File: src/hdl/energy_vad_endpoint_detector_assert.svh
`ifndef ENERGY_VAD_ENDPOINT_DETECTOR_ASSERT_SVH
`define ENERGY_VAD_ENDPOINT_DETECTOR_ASSERT_SVH

// Concurrent checks on clk_i, disabled while rst_ni is low.

// Condition that must hold at every edge.
`define EVAD_ASSERT_ALWAYS(lbl, cond, msg) \
  lbl: assert property (@(posedge clk_i) disable iff (!rst_ni) (cond)) else $error(msg);

// Consequent must hold in the same cycle as the antecedent.
`define EVAD_ASSERT_NOW(lbl, ante, cons, msg) \
  lbl: assert property (@(posedge clk_i) disable iff (!rst_ni) (ante) |-> (cons)) \
    else $error(msg);

`endif

File: src/hdl/evad_pkg.sv
`timescale 1ns / 1ps

package evad_pkg;

  localparam int unsigned MAX_FRAME_SAMPLES_DEF = 1024;

  localparam int unsigned WORD_W      = 32;
  localparam int unsigned SAMPLE_W    = 16;
  localparam int unsigned SQ_W        = 2 * SAMPLE_W - 1;
  localparam int unsigned RMS_W       = 16;
  localparam int unsigned NF_FRAC     = 8;
  localparam int unsigned NF_W        = RMS_W + NF_FRAC;
  localparam int unsigned THR_W       = 16;
  localparam int unsigned TICK_W      = 17;
  localparam int unsigned ALPHA_W     = 11;
  localparam int unsigned ALPHA_FRAC  = 10;
  localparam int unsigned ALPHA_RND   = (1 << ALPHA_FRAC) - 1;
  localparam int unsigned MARGIN_W    = 8;
  localparam int unsigned MARGIN_FRAC = 4;
  localparam int unsigned CFG_IDX_W   = 3;
  localparam int unsigned CFG_DATA_W  = 16;
  localparam int unsigned QUEUE_AW    = 1;
  localparam int unsigned QUEUE_DEPTH = 1 << QUEUE_AW;

  localparam logic [TICK_W-1:0]  TICK_MAX  = '1;
  localparam logic [ALPHA_W-1:0] ALPHA_ONE = ALPHA_W'(1 << ALPHA_FRAC);

  localparam logic [THR_W-1:0]    MIN_THR_RST = 16'd700;
  localparam logic [THR_W-1:0]    SILENCE_RST = 16'd800;
  localparam logic [THR_W-1:0]    LISTEN_RST  = 16'd8000;
  localparam logic [ALPHA_W-1:0]  ALPHA_RST   = 11'd20;
  localparam logic [MARGIN_W-1:0] MARGIN_RST  = 8'd32;
  localparam logic [NF_W-1:0]     NF_RST      = NF_W'(MIN_THR_RST) << NF_FRAC;

  typedef enum logic [1:0] {
    ACT_SAMPLE,
    ACT_TICK,
    ACT_START,
    ACT_END
  } action_e;

  typedef enum logic [1:0] {
    EV_NONE,
    EV_SILENCE,
    EV_TIMEOUT,
    EV_NO_SPEECH
  } event_e;

  typedef enum logic [1:0] {
    MODE_IDLE,
    MODE_CAPTURE,
    MODE_WAIT
  } mode_e;

  typedef enum logic [CFG_IDX_W-1:0] {
    CFG_MIN_THR,
    CFG_SILENCE,
    CFG_LISTEN,
    CFG_ALPHA,
    CFG_MARGIN
  } cfg_idx_e;

  typedef struct packed {
    logic [THR_W-1:0]    min_threshold;
    logic [THR_W-1:0]    silence_limit_ms;
    logic [THR_W-1:0]    listen_limit_ms;
    logic [ALPHA_W-1:0]  alpha_q10;
    logic [MARGIN_W-1:0] margin_q4;
  } cfg_t;

  // One classified word as it waits in the queue.
  typedef struct packed {
    action_e         act;
    logic            last;
    logic [SQ_W-1:0] sq;
  } q_item_t;

endpackage

File: src/hdl/evad_if.sv
`timescale 1ns / 1ps

interface evad_in_if;
  logic        valid;
  logic        ready;
  logic [1:0]  action;
  logic signed [31:0] mic_word;
  logic        frame_last;

  modport source (output valid, action, mic_word, frame_last, input ready);
  modport sink (input valid, action, mic_word, frame_last, output ready);
endinterface

interface evad_out_if;
  logic        valid;
  logic        ready;
  logic [1:0]  event_res;
  logic [1:0]  mode_now;
  logic        speech_flag;
  logic [15:0] frozen_threshold;
  logic [15:0] floor_level;

  modport source (output valid, event_res, mode_now, speech_flag, frozen_threshold,
                  floor_level, input ready);
  modport sink (input valid, event_res, mode_now, speech_flag, frozen_threshold,
                floor_level, output ready);
endinterface

File: src/hdl/evad_fifo.sv
`timescale 1ns / 1ps
`include "energy_vad_endpoint_detector_assert.svh"

module evad_fifo (
  input  logic              clk_i,
  input  logic              rst_ni,
  input  logic              push_i,
  input  evad_pkg::q_item_t item_i,
  output logic              full_o,
  input  logic              pop_i,
  output evad_pkg::q_item_t item_o,
  output logic              empty_o
);

  evad_pkg::q_item_t mem_q [evad_pkg::QUEUE_DEPTH];

  logic [evad_pkg::QUEUE_AW-1:0] wr_q, wr_d, rd_q, rd_d;
  logic [evad_pkg::QUEUE_AW:0]   cnt_q, cnt_d;

  assign full_o  = (cnt_q == (evad_pkg::QUEUE_AW + 1)'(evad_pkg::QUEUE_DEPTH));
  assign empty_o = (cnt_q == '0);
  assign item_o  = mem_q[rd_q];

  always_comb begin
    wr_d  = push_i ? wr_q + 1'b1 : wr_q;
    rd_d  = pop_i ? rd_q + 1'b1 : rd_q;
    cnt_d = cnt_q + (evad_pkg::QUEUE_AW + 1)'(push_i) - (evad_pkg::QUEUE_AW + 1)'(pop_i);
  end

  always_ff @(posedge clk_i or negedge rst_ni) begin
    if (!rst_ni) begin
      wr_q  <= '0;
      rd_q  <= '0;
      cnt_q <= '0;
    end else begin
      wr_q  <= wr_d;
      rd_q  <= rd_d;
      cnt_q <= cnt_d;
    end
  end

  always_ff @(posedge clk_i) begin
    if (push_i) begin
      mem_q[wr_q] <= item_i;
    end
  end

  `EVAD_ASSERT_ALWAYS(a_q_cnt_bound, cnt_q <= (evad_pkg::QUEUE_AW + 1)'(evad_pkg::QUEUE_DEPTH), "queue count past depth")
  `EVAD_ASSERT_NOW(a_q_push_full, push_i, !full_o, "push into full queue")
  `EVAD_ASSERT_NOW(a_q_pop_empty, pop_i, !empty_o, "pop from empty queue")

endmodule

File: src/hdl/evad_front.sv
`timescale 1ns / 1ps

module evad_front (
  evad_in_if.sink           in_i,
  input  logic              full_i,
  output logic              push_o,
  output evad_pkg::q_item_t item_o
);

  logic [evad_pkg::SAMPLE_W-1:0] top;
  logic [evad_pkg::SAMPLE_W-1:0] mag;
  logic [2*evad_pkg::SAMPLE_W-1:0] sq_full;

  assign in_i.ready = !full_i;
  assign push_o     = in_i.valid && !full_i;

  // Keep the upper half of the word; magnitude of the most negative value fits unsigned.
  always_comb begin
    top     = in_i.mic_word[evad_pkg::WORD_W-1 -: evad_pkg::SAMPLE_W];
    mag     = top[evad_pkg::SAMPLE_W-1] ? (~top + 1'b1) : top;
    sq_full = (2 * evad_pkg::SAMPLE_W)'(mag) * (2 * evad_pkg::SAMPLE_W)'(mag);
    item_o.act  = evad_pkg::action_e'(in_i.action);
    item_o.last = in_i.frame_last;
    item_o.sq   = sq_full[evad_pkg::SQ_W-1:0];
  end

endmodule

File: src/hdl/evad_rms.sv
`timescale 1ns / 1ps

module evad_rms #(
  parameter int unsigned MAX_FRAME_SAMPLES = evad_pkg::MAX_FRAME_SAMPLES_DEF
) (
  input  logic                          clk_i,
  input  logic                          rst_ni,
  input  logic                          start_i,
  input  logic [evad_pkg::SQ_W+$clog2(MAX_FRAME_SAMPLES+1)-1:0] sum_i,
  input  logic [$clog2(MAX_FRAME_SAMPLES+1)-1:0] cnt_i,
  output logic                          done_o,
  output logic [evad_pkg::RMS_W-1:0]    rms_o
);

  localparam int unsigned CNT_W  = $clog2(MAX_FRAME_SAMPLES + 1);
  localparam int unsigned SUM_W  = evad_pkg::SQ_W + CNT_W;
  localparam int unsigned STEP_W = $clog2(SUM_W);
  localparam int unsigned SQRT_W = 2 * evad_pkg::RMS_W;
  localparam int unsigned REM_W  = evad_pkg::RMS_W + 2;

  typedef enum logic [1:0] {
    R_IDLE,
    R_DIV,
    R_SQRT
  } state_e;

  state_e              state_q;
  logic [STEP_W-1:0]   step_q;
  logic                done_q;

  logic [SUM_W-1:0]    dq_q;
  logic [CNT_W-1:0]    div_q;
  logic [CNT_W-1:0]    rem_q;
  logic [SQRT_W-1:0]   x_q;
  logic [evad_pkg::RMS_W-1:0] root_q;
  logic [REM_W-1:0]    srem_q;

  logic [CNT_W:0]      rem_sh, rem_sub;
  logic                div_ge;
  logic [REM_W+1:0]    srem_sh, trial, srem_sub;
  logic                sq_ge;

  // One quotient bit per cycle, then one root bit per cycle.
  always_comb begin
    rem_sh   = {rem_q, dq_q[SUM_W-1]};
    div_ge   = (rem_sh >= {1'b0, div_q});
    rem_sub  = rem_sh - {1'b0, div_q};
    srem_sh  = {srem_q, x_q[SQRT_W-1 -: 2]};
    trial    = {2'b00, root_q, 2'b01};
    sq_ge    = (srem_sh >= trial);
    srem_sub = srem_sh - trial;
  end

  always_ff @(posedge clk_i or negedge rst_ni) begin
    if (!rst_ni) begin
      state_q <= R_IDLE;
      step_q  <= '0;
      done_q  <= 1'b0;
    end else begin
      done_q <= 1'b0;
      unique case (state_q)
        R_IDLE: begin
          if (start_i) begin
            state_q <= R_DIV;
            step_q  <= STEP_W'(SUM_W - 1);
          end
        end
        R_DIV: begin
          step_q <= step_q - 1'b1;
          if (step_q == '0) begin
            state_q <= R_SQRT;
            step_q  <= STEP_W'(evad_pkg::RMS_W - 1);
          end
        end
        R_SQRT: begin
          step_q <= step_q - 1'b1;
          if (step_q == '0) begin
            state_q <= R_IDLE;
            done_q  <= 1'b1;
          end
        end
        default: state_q <= R_IDLE;
      endcase
    end
  end

  always_ff @(posedge clk_i) begin
    unique case (state_q)
      R_IDLE: begin
        if (start_i) begin
          dq_q  <= sum_i;
          div_q <= cnt_i;
          rem_q <= '0;
        end
      end
      R_DIV: begin
        rem_q <= div_ge ? rem_sub[CNT_W-1:0] : rem_sh[CNT_W-1:0];
        dq_q  <= {dq_q[SUM_W-2:0], div_ge};
        if (step_q == '0) begin
          // The mean never exceeds the largest square, so the low bits carry it all.
          x_q    <= {dq_q[SQRT_W-2:0], div_ge};
          root_q <= '0;
          srem_q <= '0;
        end
      end
      R_SQRT: begin
        srem_q <= sq_ge ? srem_sub[REM_W-1:0] : srem_sh[REM_W-1:0];
        root_q <= {root_q[evad_pkg::RMS_W-2:0], sq_ge};
        x_q    <= {x_q[SQRT_W-3:0], 2'b00};
      end
      default: ;
    endcase
  end

  assign done_o = done_q;
  assign rms_o  = root_q;

endmodule

File: src/hdl/evad_back.sv
`timescale 1ns / 1ps
`include "energy_vad_endpoint_detector_assert.svh"

module evad_back #(
  parameter int unsigned MAX_FRAME_SAMPLES = evad_pkg::MAX_FRAME_SAMPLES_DEF
) (
  input  logic              clk_i,
  input  logic              rst_ni,
  input  evad_pkg::cfg_t    cfg_i,
  input  logic              q_empty_i,
  input  evad_pkg::q_item_t q_item_i,
  output logic              q_pop_o,
  evad_out_if.source        res_o
);

  localparam int unsigned CNT_W   = $clog2(MAX_FRAME_SAMPLES + 1);
  localparam int unsigned SUM_W   = evad_pkg::SQ_W + CNT_W;
  localparam int unsigned THR2_W  = 2 * evad_pkg::THR_W;
  localparam int unsigned LIM_W   = THR2_W + CNT_W;
  localparam int unsigned PROD_W  = evad_pkg::NF_W + evad_pkg::ALPHA_W;
  localparam int unsigned MARG_PW = evad_pkg::NF_W + evad_pkg::MARGIN_W;
  localparam int unsigned THR_SH  = evad_pkg::NF_FRAC + evad_pkg::MARGIN_FRAC;
  localparam int unsigned P_W     = MARG_PW - THR_SH;

  typedef enum logic [3:0] {
    B_FETCH,
    B_RMS_GO,
    B_RMS_WAIT,
    B_EWMA_DIFF,
    B_EWMA_MUL,
    B_NF_UPD,
    B_LIM_SQ,
    B_LIM_MUL,
    B_LIM_CMP,
    B_START_MUL,
    B_START_SET,
    B_EMIT
  } state_e;

  state_e                         state_q;
  evad_pkg::mode_e                mode_q;
  evad_pkg::event_e               ev_q;
  logic [evad_pkg::NF_W-1:0]      nf_q;
  logic [evad_pkg::THR_W-1:0]     thr_q;
  logic [SUM_W-1:0]               sum_q;
  logic [CNT_W-1:0]               cnt_q;
  logic                           speech_q;
  logic [evad_pkg::TICK_W-1:0]    quiet_q;
  logic [evad_pkg::TICK_W-1:0]    elapsed_q;

  logic                           res_valid_q;
  evad_pkg::event_e               res_ev_q;
  evad_pkg::mode_e                res_mode_q;
  logic                           res_speech_q;
  logic [evad_pkg::THR_W-1:0]     res_thr_q;
  logic [evad_pkg::RMS_W-1:0]     res_floor_q;

  // Free-running arithmetic stages; the sequencer waits for them.
  logic                           up_q;
  logic [evad_pkg::NF_W-1:0]      diff_q;
  logic [PROD_W-1:0]              prod_q;
  logic [THR2_W-1:0]              thr2_q;
  logic [LIM_W-1:0]               lim_q;
  logic [MARG_PW-1:0]             nfm_q;

  logic                           rms_done;
  logic [evad_pkg::RMS_W-1:0]     rms;

  logic [CNT_W-1:0]               cnt_inc;
  logic [SUM_W-1:0]               sum_inc;
  logic                           frame_end;
  logic [evad_pkg::TICK_W-1:0]    quiet_inc, elapsed_inc;
  logic                           silence_over, listen_over;
  logic [evad_pkg::ALPHA_W-1:0]   alpha_eff;
  logic [evad_pkg::NF_W-1:0]      target;
  logic [PROD_W:0]                prod_rnd;
  logic [evad_pkg::NF_W-1:0]      nf_up, nf_dn;
  logic [P_W-1:0]                 thr_p;
  logic [evad_pkg::THR_W-1:0]     thr_sat, thr_new;
  logic                           res_free;

  evad_rms #(
    .MAX_FRAME_SAMPLES(MAX_FRAME_SAMPLES)
  ) u_rms (
    .clk_i  (clk_i),
    .rst_ni (rst_ni),
    .start_i(state_q == B_RMS_GO),
    .sum_i  (sum_q),
    .cnt_i  (cnt_q),
    .done_o (rms_done),
    .rms_o  (rms)
  );

  always_comb begin
    cnt_inc      = cnt_q + 1'b1;
    sum_inc      = sum_q + SUM_W'(q_item_i.sq);
    frame_end    = q_item_i.last || (cnt_inc >= CNT_W'(MAX_FRAME_SAMPLES));
    quiet_inc    = (quiet_q == evad_pkg::TICK_MAX) ? quiet_q : quiet_q + 1'b1;
    elapsed_inc  = (elapsed_q == evad_pkg::TICK_MAX) ? elapsed_q : elapsed_q + 1'b1;
    silence_over = (quiet_inc > evad_pkg::TICK_W'(cfg_i.silence_limit_ms));
    listen_over  = (elapsed_inc > evad_pkg::TICK_W'(cfg_i.listen_limit_ms));
    alpha_eff    = (cfg_i.alpha_q10 > evad_pkg::ALPHA_ONE) ? evad_pkg::ALPHA_ONE
                                                           : cfg_i.alpha_q10;
    target       = evad_pkg::NF_W'(rms) << evad_pkg::NF_FRAC;
    // Round the downward step up so the floor never drops below its target.
    prod_rnd     = {1'b0, prod_q} + (PROD_W + 1)'(evad_pkg::ALPHA_RND);
    nf_up        = nf_q + prod_q[evad_pkg::ALPHA_FRAC +: evad_pkg::NF_W];
    nf_dn        = nf_q - prod_rnd[evad_pkg::ALPHA_FRAC +: evad_pkg::NF_W];
    thr_p        = nfm_q[MARG_PW-1:THR_SH];
    thr_sat      = (|thr_p[P_W-1:evad_pkg::THR_W]) ? '1 : thr_p[evad_pkg::THR_W-1:0];
    thr_new      = (thr_sat > cfg_i.min_threshold) ? thr_sat : cfg_i.min_threshold;
    res_free     = !res_valid_q || res_o.ready;
  end

  assign q_pop_o = (state_q == B_FETCH) && !q_empty_i;

  always_ff @(posedge clk_i) begin
    up_q   <= (target >= nf_q);
    diff_q <= (target >= nf_q) ? target - nf_q : nf_q - target;
    prod_q <= PROD_W'(diff_q) * PROD_W'(alpha_eff);
    thr2_q <= THR2_W'(thr_q) * THR2_W'(thr_q);
    lim_q  <= LIM_W'(thr2_q) * LIM_W'(cnt_q);
    nfm_q  <= MARG_PW'(nf_q) * MARG_PW'(cfg_i.margin_q4);
  end

  always_ff @(posedge clk_i or negedge rst_ni) begin
    if (!rst_ni) begin
      state_q      <= B_FETCH;
      mode_q       <= evad_pkg::MODE_IDLE;
      ev_q         <= evad_pkg::EV_NONE;
      nf_q         <= evad_pkg::NF_RST;
      thr_q        <= evad_pkg::MIN_THR_RST;
      sum_q        <= '0;
      cnt_q        <= '0;
      speech_q     <= 1'b0;
      quiet_q      <= '0;
      elapsed_q    <= '0;
      res_valid_q  <= 1'b0;
      res_ev_q     <= evad_pkg::EV_NONE;
      res_mode_q   <= evad_pkg::MODE_IDLE;
      res_speech_q <= 1'b0;
      res_thr_q    <= '0;
      res_floor_q  <= '0;
    end else begin
      // Load a new result word or drop the one the receiver took.
      if (state_q == B_EMIT && res_free) begin
        res_valid_q <= 1'b1;
      end else if (res_valid_q && res_o.ready) begin
        res_valid_q <= 1'b0;
      end
      unique case (state_q)
        B_FETCH: begin
          if (!q_empty_i) begin
            ev_q    <= evad_pkg::EV_NONE;
            state_q <= B_EMIT;
            unique case (q_item_i.act)
              evad_pkg::ACT_SAMPLE: begin
                // Drop samples while waiting for session end.
                if (mode_q != evad_pkg::MODE_WAIT) begin
                  sum_q <= sum_inc;
                  cnt_q <= cnt_inc;
                  if (frame_end) begin
                    state_q <= (mode_q == evad_pkg::MODE_IDLE) ? B_RMS_GO : B_LIM_SQ;
                  end
                end
              end
              evad_pkg::ACT_TICK: begin
                if (mode_q == evad_pkg::MODE_CAPTURE) begin
                  quiet_q   <= quiet_inc;
                  elapsed_q <= elapsed_inc;
                  priority if (speech_q && silence_over) begin
                    ev_q   <= evad_pkg::EV_SILENCE;
                    mode_q <= evad_pkg::MODE_WAIT;
                  end else if (!speech_q && listen_over) begin
                    ev_q   <= evad_pkg::EV_NO_SPEECH;
                    mode_q <= evad_pkg::MODE_IDLE;
                    sum_q  <= '0;
                    cnt_q  <= '0;
                  end else if (listen_over) begin
                    ev_q   <= evad_pkg::EV_TIMEOUT;
                    mode_q <= evad_pkg::MODE_WAIT;
                  end else begin
                    ev_q   <= evad_pkg::EV_NONE;
                  end
                end
              end
              evad_pkg::ACT_START: begin
                if (mode_q == evad_pkg::MODE_IDLE) begin
                  speech_q  <= 1'b0;
                  quiet_q   <= '0;
                  elapsed_q <= '0;
                  sum_q     <= '0;
                  cnt_q     <= '0;
                  mode_q    <= evad_pkg::MODE_CAPTURE;
                  state_q   <= B_START_MUL;
                end
              end
              evad_pkg::ACT_END: begin
                mode_q <= evad_pkg::MODE_IDLE;
                sum_q  <= '0;
                cnt_q  <= '0;
              end
            endcase
          end
        end
        B_RMS_GO: begin
          // The root unit has latched the frame; clear the accumulator.
          sum_q   <= '0;
          cnt_q   <= '0;
          state_q <= B_RMS_WAIT;
        end
        B_RMS_WAIT: begin
          if (rms_done) begin
            state_q <= B_EWMA_DIFF;
          end
        end
        B_EWMA_DIFF: state_q <= B_EWMA_MUL;
        B_EWMA_MUL:  state_q <= B_NF_UPD;
        B_NF_UPD: begin
          nf_q    <= up_q ? nf_up : nf_dn;
          state_q <= B_EMIT;
        end
        B_LIM_SQ:  state_q <= B_LIM_MUL;
        B_LIM_MUL: state_q <= B_LIM_CMP;
        B_LIM_CMP: begin
          if (LIM_W'(sum_q) >= lim_q) begin
            speech_q <= 1'b1;
            quiet_q  <= '0;
          end
          sum_q   <= '0;
          cnt_q   <= '0;
          state_q <= B_EMIT;
        end
        B_START_MUL: state_q <= B_START_SET;
        B_START_SET: begin
          thr_q   <= thr_new;
          state_q <= B_EMIT;
        end
        B_EMIT: begin
          if (res_free) begin
            res_ev_q     <= ev_q;
            res_mode_q   <= mode_q;
            res_speech_q <= speech_q;
            res_thr_q    <= thr_q;
            res_floor_q  <= nf_q[evad_pkg::NF_W-1:evad_pkg::NF_FRAC];
            state_q      <= B_FETCH;
          end
        end
        default: state_q <= B_FETCH;
      endcase
    end
  end

  assign res_o.valid            = res_valid_q;
  assign res_o.event_res        = res_ev_q;
  assign res_o.mode_now         = res_mode_q;
  assign res_o.speech_flag      = res_speech_q;
  assign res_o.frozen_threshold = res_thr_q;
  assign res_o.floor_level      = res_floor_q;

  `EVAD_ASSERT_NOW(a_rms_done_wait, rms_done, state_q == B_RMS_WAIT, "root result outside wait state")
  `EVAD_ASSERT_ALWAYS(a_cnt_bound, cnt_q <= CNT_W'(MAX_FRAME_SAMPLES), "frame count past limit")
  `EVAD_ASSERT_NOW(a_start_clear, mode_q == evad_pkg::MODE_CAPTURE && $past(mode_q) == evad_pkg::MODE_IDLE, !speech_q && elapsed_q == '0, "capture entered without clearing")

endmodule

File: src/hdl/energy_vad_endpoint_detector.sv
`timescale 1ns / 1ps
// Energy voice-activity endpoint detector with an adaptive noise floor.
// in_i carries one word per handshake: a microphone sample (with frame_last),
// a millisecond tick, a start-capture or a session-end action. res_o returns
// exactly one word per input word, in order: event, mode, speech flag, frozen
// threshold and integer noise floor after that input.
// cfg_* writes a register; write only while the block is idle.
// After the back end fetches an input word, ticks, session ends, dropped words
// and mid-frame samples go straight to the result register; a start first
// takes floor times margin and saturates it; a frame end while capturing
// squares the threshold, scales it by the count and compares; a frame end
// while idle runs the serial divider and root, one bit per cycle, then
// updates the floor. The back end takes the next word from the queue only
// after the result of the last one is loaded, in its fetch / emit sequence.
// A two-entry queue separates the input side from the sequencer, and the
// result sits in an output register, so input words keep being taken while
// the receiver stalls until the queue fills; then in_i.ready drops.
// Reset (rst_ni low, asynchronous) sets idle mode, clears the accumulator and
// counters, loads the default registers, threshold 700 and floor 700.0.
module energy_vad_endpoint_detector #(
  parameter int unsigned MAX_FRAME_SAMPLES = evad_pkg::MAX_FRAME_SAMPLES_DEF
) (
  input  logic                            clk_i,
  input  logic                            rst_ni,
  input  logic                            cfg_we_i,
  input  logic [evad_pkg::CFG_IDX_W-1:0]  cfg_idx_i,
  input  logic [evad_pkg::CFG_DATA_W-1:0] cfg_data_i,
  evad_in_if.sink                         in_i,
  evad_out_if.source                      res_o
);

  evad_pkg::cfg_t    cfg_q, cfg_d;
  logic              push, full, pop, empty;
  evad_pkg::q_item_t push_item, pop_item;

  // Register writes; indexes beyond the list are dropped.
  always_comb begin
    cfg_d = cfg_q;
    if (cfg_we_i) begin
      unique case (cfg_idx_i)
        evad_pkg::CFG_MIN_THR: cfg_d.min_threshold    = cfg_data_i[evad_pkg::THR_W-1:0];
        evad_pkg::CFG_SILENCE: cfg_d.silence_limit_ms = cfg_data_i[evad_pkg::THR_W-1:0];
        evad_pkg::CFG_LISTEN:  cfg_d.listen_limit_ms  = cfg_data_i[evad_pkg::THR_W-1:0];
        evad_pkg::CFG_ALPHA:   cfg_d.alpha_q10        = cfg_data_i[evad_pkg::ALPHA_W-1:0];
        evad_pkg::CFG_MARGIN:  cfg_d.margin_q4        = cfg_data_i[evad_pkg::MARGIN_W-1:0];
        default: ;
      endcase
    end
  end

  always_ff @(posedge clk_i or negedge rst_ni) begin
    if (!rst_ni) begin
      cfg_q.min_threshold    <= evad_pkg::MIN_THR_RST;
      cfg_q.silence_limit_ms <= evad_pkg::SILENCE_RST;
      cfg_q.listen_limit_ms  <= evad_pkg::LISTEN_RST;
      cfg_q.alpha_q10        <= evad_pkg::ALPHA_RST;
      cfg_q.margin_q4        <= evad_pkg::MARGIN_RST;
    end else begin
      cfg_q <= cfg_d;
    end
  end

  // Front: take the word, keep the top half, square it, classify the action.
  evad_front u_front (
    .in_i  (in_i),
    .full_i(full),
    .push_o(push),
    .item_o(push_item)
  );

  evad_fifo u_queue (
    .clk_i  (clk_i),
    .rst_ni (rst_ni),
    .push_i (push),
    .item_i (push_item),
    .full_o (full),
    .pop_i  (pop),
    .item_o (pop_item),
    .empty_o(empty)
  );

  // Back: accumulate, run frame-end math and timers, hold the result word.
  evad_back #(
    .MAX_FRAME_SAMPLES(MAX_FRAME_SAMPLES)
  ) u_back (
    .clk_i    (clk_i),
    .rst_ni   (rst_ni),
    .cfg_i    (cfg_q),
    .q_empty_i(empty),
    .q_item_i (pop_item),
    .q_pop_o  (pop),
    .res_o    (res_o)
  );

endmodule
File: src/flat_wrapper.sv
// flat-port wrapper written by rule: the top's interface ports become plain ports
module energy_vad_endpoint_detector_flat 
#(
  parameter int unsigned MAX_FRAME_SAMPLES = evad_pkg::MAX_FRAME_SAMPLES_DEF
)
  (clk_i, rst_ni, cfg_we_i, cfg_idx_i, cfg_data_i, in_i_valid, in_i_action, in_i_mic_word, in_i_frame_last, in_i_ready, res_o_valid, res_o_event_res, res_o_mode_now, res_o_speech_flag, res_o_frozen_threshold, res_o_floor_level, res_o_ready);
  evad_in_if in_i_i ();
  evad_out_if res_o_i ();
  input  logic clk_i;
  input  logic rst_ni;
  input  logic cfg_we_i;
  input  logic [evad_pkg::CFG_IDX_W-1:0] cfg_idx_i;
  input  logic [evad_pkg::CFG_DATA_W-1:0] cfg_data_i;
  input wire logic [$bits(in_i_i.valid)-1:0] in_i_valid;
  input wire logic [$bits(in_i_i.action)-1:0] in_i_action;
  input wire logic [$bits(in_i_i.mic_word)-1:0] in_i_mic_word;
  input wire logic [$bits(in_i_i.frame_last)-1:0] in_i_frame_last;
  output wire logic [$bits(in_i_i.ready)-1:0] in_i_ready;
  output wire logic [$bits(res_o_i.valid)-1:0] res_o_valid;
  output wire logic [$bits(res_o_i.event_res)-1:0] res_o_event_res;
  output wire logic [$bits(res_o_i.mode_now)-1:0] res_o_mode_now;
  output wire logic [$bits(res_o_i.speech_flag)-1:0] res_o_speech_flag;
  output wire logic [$bits(res_o_i.frozen_threshold)-1:0] res_o_frozen_threshold;
  output wire logic [$bits(res_o_i.floor_level)-1:0] res_o_floor_level;
  input wire logic [$bits(res_o_i.ready)-1:0] res_o_ready;
  assign in_i_i.valid = in_i_valid;
  assign in_i_i.action = in_i_action;
  assign in_i_i.mic_word = in_i_mic_word;
  assign in_i_i.frame_last = in_i_frame_last;
  assign in_i_ready = in_i_i.ready;
  assign res_o_valid = res_o_i.valid;
  assign res_o_event_res = res_o_i.event_res;
  assign res_o_mode_now = res_o_i.mode_now;
  assign res_o_speech_flag = res_o_i.speech_flag;
  assign res_o_frozen_threshold = res_o_i.frozen_threshold;
  assign res_o_floor_level = res_o_i.floor_level;
  assign res_o_i.ready = res_o_ready;
  energy_vad_endpoint_detector #(.MAX_FRAME_SAMPLES(MAX_FRAME_SAMPLES)) u_core (.clk_i(clk_i), .rst_ni(rst_ni), .cfg_we_i(cfg_we_i), .cfg_idx_i(cfg_idx_i), .cfg_data_i(cfg_data_i), .in_i(in_i_i), .res_o(res_o_i));
endmodule
File: config.mk
export PLATFORM = sky130hd
export DESIGN_NAME = energy_vad_endpoint_detector_flat
export DESIGN_NICKNAME = d
export VERILOG_FILES = /design/src/hdl/evad_pkg.sv /design/src/hdl/evad_if.sv /design/src/hdl/evad_fifo.sv /design/src/hdl/evad_front.sv /design/src/hdl/evad_rms.sv /design/src/hdl/evad_back.sv /design/src/hdl/energy_vad_endpoint_detector.sv /design/src/flat_wrapper.sv
export VERILOG_INCLUDE_DIRS = /design/src /design/src/hdl
export SDC_FILE = /design/constraint.sdc
export NUM_CORES = 2
export LEC_CHECK = 0
export ABC_AREA = 1
export BUFFER_PORTS_ARGS = -buffer_cell sky130_fd_sc_hd__buf_2
export CAP_MARGIN = 20
export CORE_UTILIZATION = 30
export DETAILED_ROUTE_END_ITERATION = 16
export PLACE_DENSITY = 0.46
export SYNTH_ARGS = -nofsm -noshare
export SYNTH_HDL_FRONTEND = slang
export SYNTH_SLANG_ARGS = --single-unit
File: constraint.sdc
create_clock -name clk_i -period 7.2 [get_ports clk_i]
set_input_delay 1.08 -clock clk_i [delete_from_list [all_inputs] [get_ports clk_i]]
set_output_delay 1.08 -clock clk_i [all_outputs]
set_load 0.01 [all_outputs]
---- Yosys cells after proc, flatten, opt, wreduce, memory -nomap -nowiden ----
Memory sizes are Yosys's and may differ from the RTL's.
Index checks and enable logic that the tools add are counted.
storage, ports and cells
  output and inout port bits .............. 39
  bits in registers ....................... 550
  memory bits (writable) .................. 68
  memories ................................ 1
  logic and storage cells ................. 246
operators by class
  $add $sub $neg .......................... 17
  multipliers ............................. 5
  reductions and logical operators ........ 48
  multiplexer cells ....................... 82
  order comparisons ....................... 9
  bitwise operators ....................... 2
  equality and inequality tests ........... 43
memory list
  memory                depth  bits a word  read ports  clocked after memory_dff  wr ports  line             text
  u_core.u_queue.mem_q  2      34           1           0                         1         evad_fifo.sv:15  evad_pkg::q_item_t mem_q [evad_pkg::QUEUE_DEPTH];
operators by type and width
  operator                                        number
  two-way mux 42 bit                              7
  case mux 42 bit (2 select lines)                2
  case mux 42 bit (4 select lines)                1
  two-way mux 17 bit                              7
  case mux 17 bit (2 select lines)                3
  two-way mux 11 bit                              9
  subtractor 24 bit                               3
  two-way mux 16 bit                              4
  case mux 32 bit (2 select lines)                1
  two-way mux 24 bit                              2
  case mux 11 bit (2 select lines)                2
  case mux 11 bit (4 select lines)                1
  >= comparator 42 x 43 -> 1 bit                  1
  multiplier 32 x 11 -> 43 bit                    1
  adder 42 x 31 -> 42 bit                         1
  case mux 4 bit (10 select lines)                1
  two-way mux 18 bit                              2
  case mux 18 bit (2 select lines)                1
  adder 17 x 1 -> 17 bit, second input constant   2
  adder 34 x 10 -> 34 bit, second input constant  1
  equality test 17 bit, second input constant     2
  > comparator 17 x 16 -> 1 bit                   2
  multiplier 24 x 11 -> 34 bit                    1
  multiplier 16 x 16 -> 32 bit                    1
  other kinds (61)                                148

---- Logic depth before layout (Yosys ltp) ----
  depth after elaboration ................. 10
  mapped depth ............................ 36
  mapped depth without buffers ............ 35

---- Modules after synthesis ----
A second synthesis with hierarchy kept.
second synthesis, totals
  cell total of the unflattened synthesis .. 9214
  area, all modules ....................... 72677.2 µm²
by module, submodules not included
  module                        area an instance (µm²)  instances  sequential area each (µm²)  cells each
  evad_back                     51424.3                 1          7432.1                      6755
  evad_front                    7946.4                  1          0.0                         1024
  evad_rms                      7785.0                  1          4129.0                      931
  evad_fifo                     2772.7                  1          2142.1                      203
  energy_vad_endpoint_detector  2748.9                  1          1699.1                      301

---- Least setup slack after synthesis ----
No wires, ideal clock.
  path kind ............................... input port to flip-flop
  start ................................... input in_i_mic_word[16]
  end ..................................... memory u_core.u_queue.mem_q[0][28] (netlist bit) (data pin)
  stages on the path ...................... 35
  arrival time ............................ 7.602 ns
  buffers on the path ..................... 1
  path slack .............................. -0.658 ns
  required time ........................... 6.944 ns
  path through ............................ clkinv_1 -> clkbuf_1 -> ha_1 -> inv_1 -> nor3_1 -> nand2_1 -> nor3_1 -> nor2_1 -> inv_1 -> or2_2 -> nand2_2 -> inv_1 -> nor2_1 -> fa_1 -> inv_1 -> fa_1 -> inv_1 -> fa_1 -> inv_1 -> fa_1 -> inv_1 -> fa_1 -> inv_1 -> fa_1 -> inv_1 -> ha_1 -> nand2_1 -> o21ai_0 -> a21oi_1 -> o21bai_1 -> a21oi_1 -> o21ai_0 -> nand2_1 -> nand3_1 -> nand2_1
RTL lines
  element          line                text
  start, declared  flat_wrapper.sv:16  input wire logic [$bits(in_i_i.mic_word)-1:0] in_i_mic_word;
  end, declared    evad_fifo.sv:15

==> impl_metrics.ini <==
[run_status]
outcome = finished clean

[clocking]
cts_inserted_buffers = 77
clkTransAtPathRegs_ns = 0.06
clock_latency_ns = 0.70
post_cts_buffers = 0
cts_root_buffer = clkbuf_16
h-tree-depth = 3
cts.sinks = 603
cts_tree = yes
clockBufferDepth = 3

[setup_path]
critPathRequiredTime_ns = 7.64
cp_max_fo = 9
critPathKind = input pin to flip-flop
cp_slowest_cell = fa_1
cp.arrival_ns = 7.22
setup.worst_path.start_class = input pin
cpPeakStageDelay_ns = 0.54
worstSetupEndpointType = flip-flop

[drt]
firstDrtPassIters = 5
wl_microns = 205000
route.detailed.drc = 0
wl_per_cell_microns = 16.8
vias = 56100
dr.first_iter.drc_count = 3199
routed_via_density = 4.60
ant_nets = 0

[placed_design]
gp_congestion = 0.893
dp_slack_ns = -0.473
port_buffers = 81
dp_hpwl_microns = 167000

[timing]
fin_skew_ns = 0.0435
setup_ws_ns = 0.415
setup_violations = 0
hold_violations = 0
post-route-period-util_pct = 94.2
tightest_slew_ns = 1.10
slew_headroom_pct = 26.7
timing.fmax_ghz = 0.147
maxSlewViolCount = 0
finalCriticalPeriod_ns = 6.78
timing.hold.ws_ns = 0.481

[logic_synthesis]
synth_top_area_share_pct = 25.9
ys_async_sr_fraction_pct = 42.1
ys_seq_elements = 603
seq_area_frac_synth_pct = 21.6
synthAdderAreaFrac_pct = 36.7
synth_edf_count = 196
synth.area.top_cells = fa_1, nand2_1, ha_1
synth_xor_area_share_pct = 3.56
synth_area_leader_cell = fa_1
syn_inst = 8834
yosysWarningCount = 0
synthFlopType = dfrtp_1
yosysUniqueCellTypes = 71
avgSynthCellArea_sq_um = 8.05
synthSimpleGateAreaFrac_pct = 18.1
netlist_area_sq_um = 71100
synth.area.mux_share_pct = 0.164
synth_compound_area_share_pct = 8.38
synth_top_family_by_area = adder cells

[grt]
grt_usage_pct = 17.5
grt_pass1_wl_microns = 331000
grt_max_degree = 142
grt_pass1_vias = 58800
grt_antenna_before_repair = 8
grt_overflow = 0

[floorplanning]
core.rowCount = 178
fp.dieW_microns = 489
start_util_pct = 30.2
io_pins = 98
die_area_sq_um = 239000
core_sq_um = 235000
dieHeight_microns = 489

[finish]
seqCellArea_sq_um = 15300
drive_gt1_share_pct = 7.37
fin_nets = 10600
fill_cells = 25000
syn_to_final_growth_pct = 11.5
multiInputGateArea_sq_um = 47900
fin_util_pct = 33.7

[hold_path]
hp-class = flip-flop to flip-flop

[job]
maxCapViolCount = 0
layout by cell type (no fill, tap or decap), types with 21 or more instances in the layout:
cell type	instances
buf_4	250
dfxtp_1	153
a31oi_1	39
clkbuf_16	80
a21oi_1	398
a21o_1	21
o21ai_1	35
fa_1	922
inv_1	1840
edfxtp_1	196
nand2_1	2076
dfstp_2	30
o21bai_1	21
nor4_1	33
xor2_1	184
nand4_1	61
nor2_1	552
or2_2	36
o21ai_0	451
ha_1	606
xnor2_1	103
dfrtp_1	224
buf_2	80
nand3_1	212
nand2_2	26
nor3_1	59
metrics by stage:
| stage | area [sq um] | std cells | TNS (ns) |
|---|---|---|---|
| after global placement | 76600 | 12000 | -11.27 |
| final | 79300 | 12200 | 0 |
| after floorplan | 71400 | 8847 | 0 |
| after CTS | 79200 | 12200 | 0 |
| after global routing | 79300 | 12200 | -0.0472 |
| after detailed placement | 76600 | 12000 | -10.70 |
logic make-up after synthesis:
group,Yosys count
AND/OR/NAND/NOR,3133
buffers and inverters,2169
adder cells (fa/ha/maj),1535
AO/OA/AOI/OAI,1093
flip-flops,603
XOR/XNOR,288
multiplexers,11
other,2
metal layers:
layer	GRT usage (%)	vias up	part of all wire, %
met5	0	-	0
met4	4.16	0	2.3
met3	1.25	206	3.1
met2	30.0	971	48
met1	23.9	27500	47
li1	-	27400	-
synth_stat cells, types with 6 or more instances:
cell and number:
o22ai_1 15, a31oi_1 39, nand2_4 6, o21bai_1 23, nor2_2 9, a21oi_1 406, nand2_2 22, or2_2 37
xor2_1 184, nand2_1 2082, nor4_1 33, buf_2 22, buf_1 6, inv_1 1846, ha_1 613, nor2_4 13
a21o_1 21, mux2i_1 6, o21ai_1 30, nor3_1 63, o21a_1 11, xnor2_1 103, clkinv_1 11, o31ai_1 10
dfrtp_1 224, edfxtp_1 196, a221oi_1 8, nor2_1 560, inv_2 8, dfxtp_1 153, a211oi_1 14, o21ai_0 458
nand3b_1 8, dfstp_2 30, o211ai_1 19, nand4_1 61, fa_1 922, clkbuf_1 267, nand3_1 212, o221ai_1 9
a21boi_0 7
registers in the layout, summed over array words and instances (netlist names), 24 cells and up:
signal,count
u_core.u_back.prod_q,34
u_core.cfg_q,67
u_core.u_back.u_rms.dq_q,42
u_core.u_back.thr2_q,31
u_core.u_back.diff_q,24
u_core.u_back.u_rms.x_q,32
u_core.u_back.nf_q,24
u_core.u_queue.mem_q,66
u_core.u_back.sum_q,42
u_core.u_back.lim_q,43
area by class of cell:
class	instances	share of cell area [%]
Timing Repair Buffer	339	3.08
Inverter	1866	8.85
Clock buffer	114	2.88
Sequential cell	603	19.3
Tap cell	3150	4.97
Clock inverter	30	0.473
Multi-Input combinational cell	6075	60.4
Antenna cell	2	0.00631
worst max-delay path, delay by kind of cell:
| family | cells | cell delay, ns |
|---|---|---|
| buffers and inverters | 9 | 0.76 |
| XOR/XNOR | 1 | 0.17 |
| AO/OA/AOI/OAI | 7 | 0.90 |
| adder cells (fa/ha/maj) | 8 | 3.45 |
| AND/OR/NAND/NOR | 7 | 0.84 |
what timing repair did:
| item | 4_1_cts | 5_1_grt |
|---|---|---|
| hold endpoints to repair | 0 | 0 |
| gates resized for setup | 0 | 11 |
| endpoints found under the setup margin | 0 | 20 |
| hold buffers | 0 | 0 |
path summary, 6_finish.rpt:
kind                                                          from                                       to  slack, ns  cells after the start
max in group asynchronous                                   rst_ni                   u_core.u_back.sum_q[8]       5.11                      2
min                        u_core.u_back.res_o.frozen_threshold[5]  u_core.u_back.res_o.frozen_threshold[5]       0.48                      2
min in group asynchronous                                   rst_ni  u_core.u_back.res_o.frozen_threshold[3]       0.49                      1
max                                              in_i_mic_word[17]              u_core.u_queue.mem_q[0][27]       0.42                     32
min reg2reg                u_core.u_back.res_o.frozen_threshold[5]  u_core.u_back.res_o.frozen_threshold[5]       0.48                      2
max reg2reg                                        u_core.cfg_q[8]                 u_core.u_back.prod_q[25]       0.65                     23
Power is not shown: default switching activity piles up to over one toggle a cycle in this logic, so the estimate is an artifact.
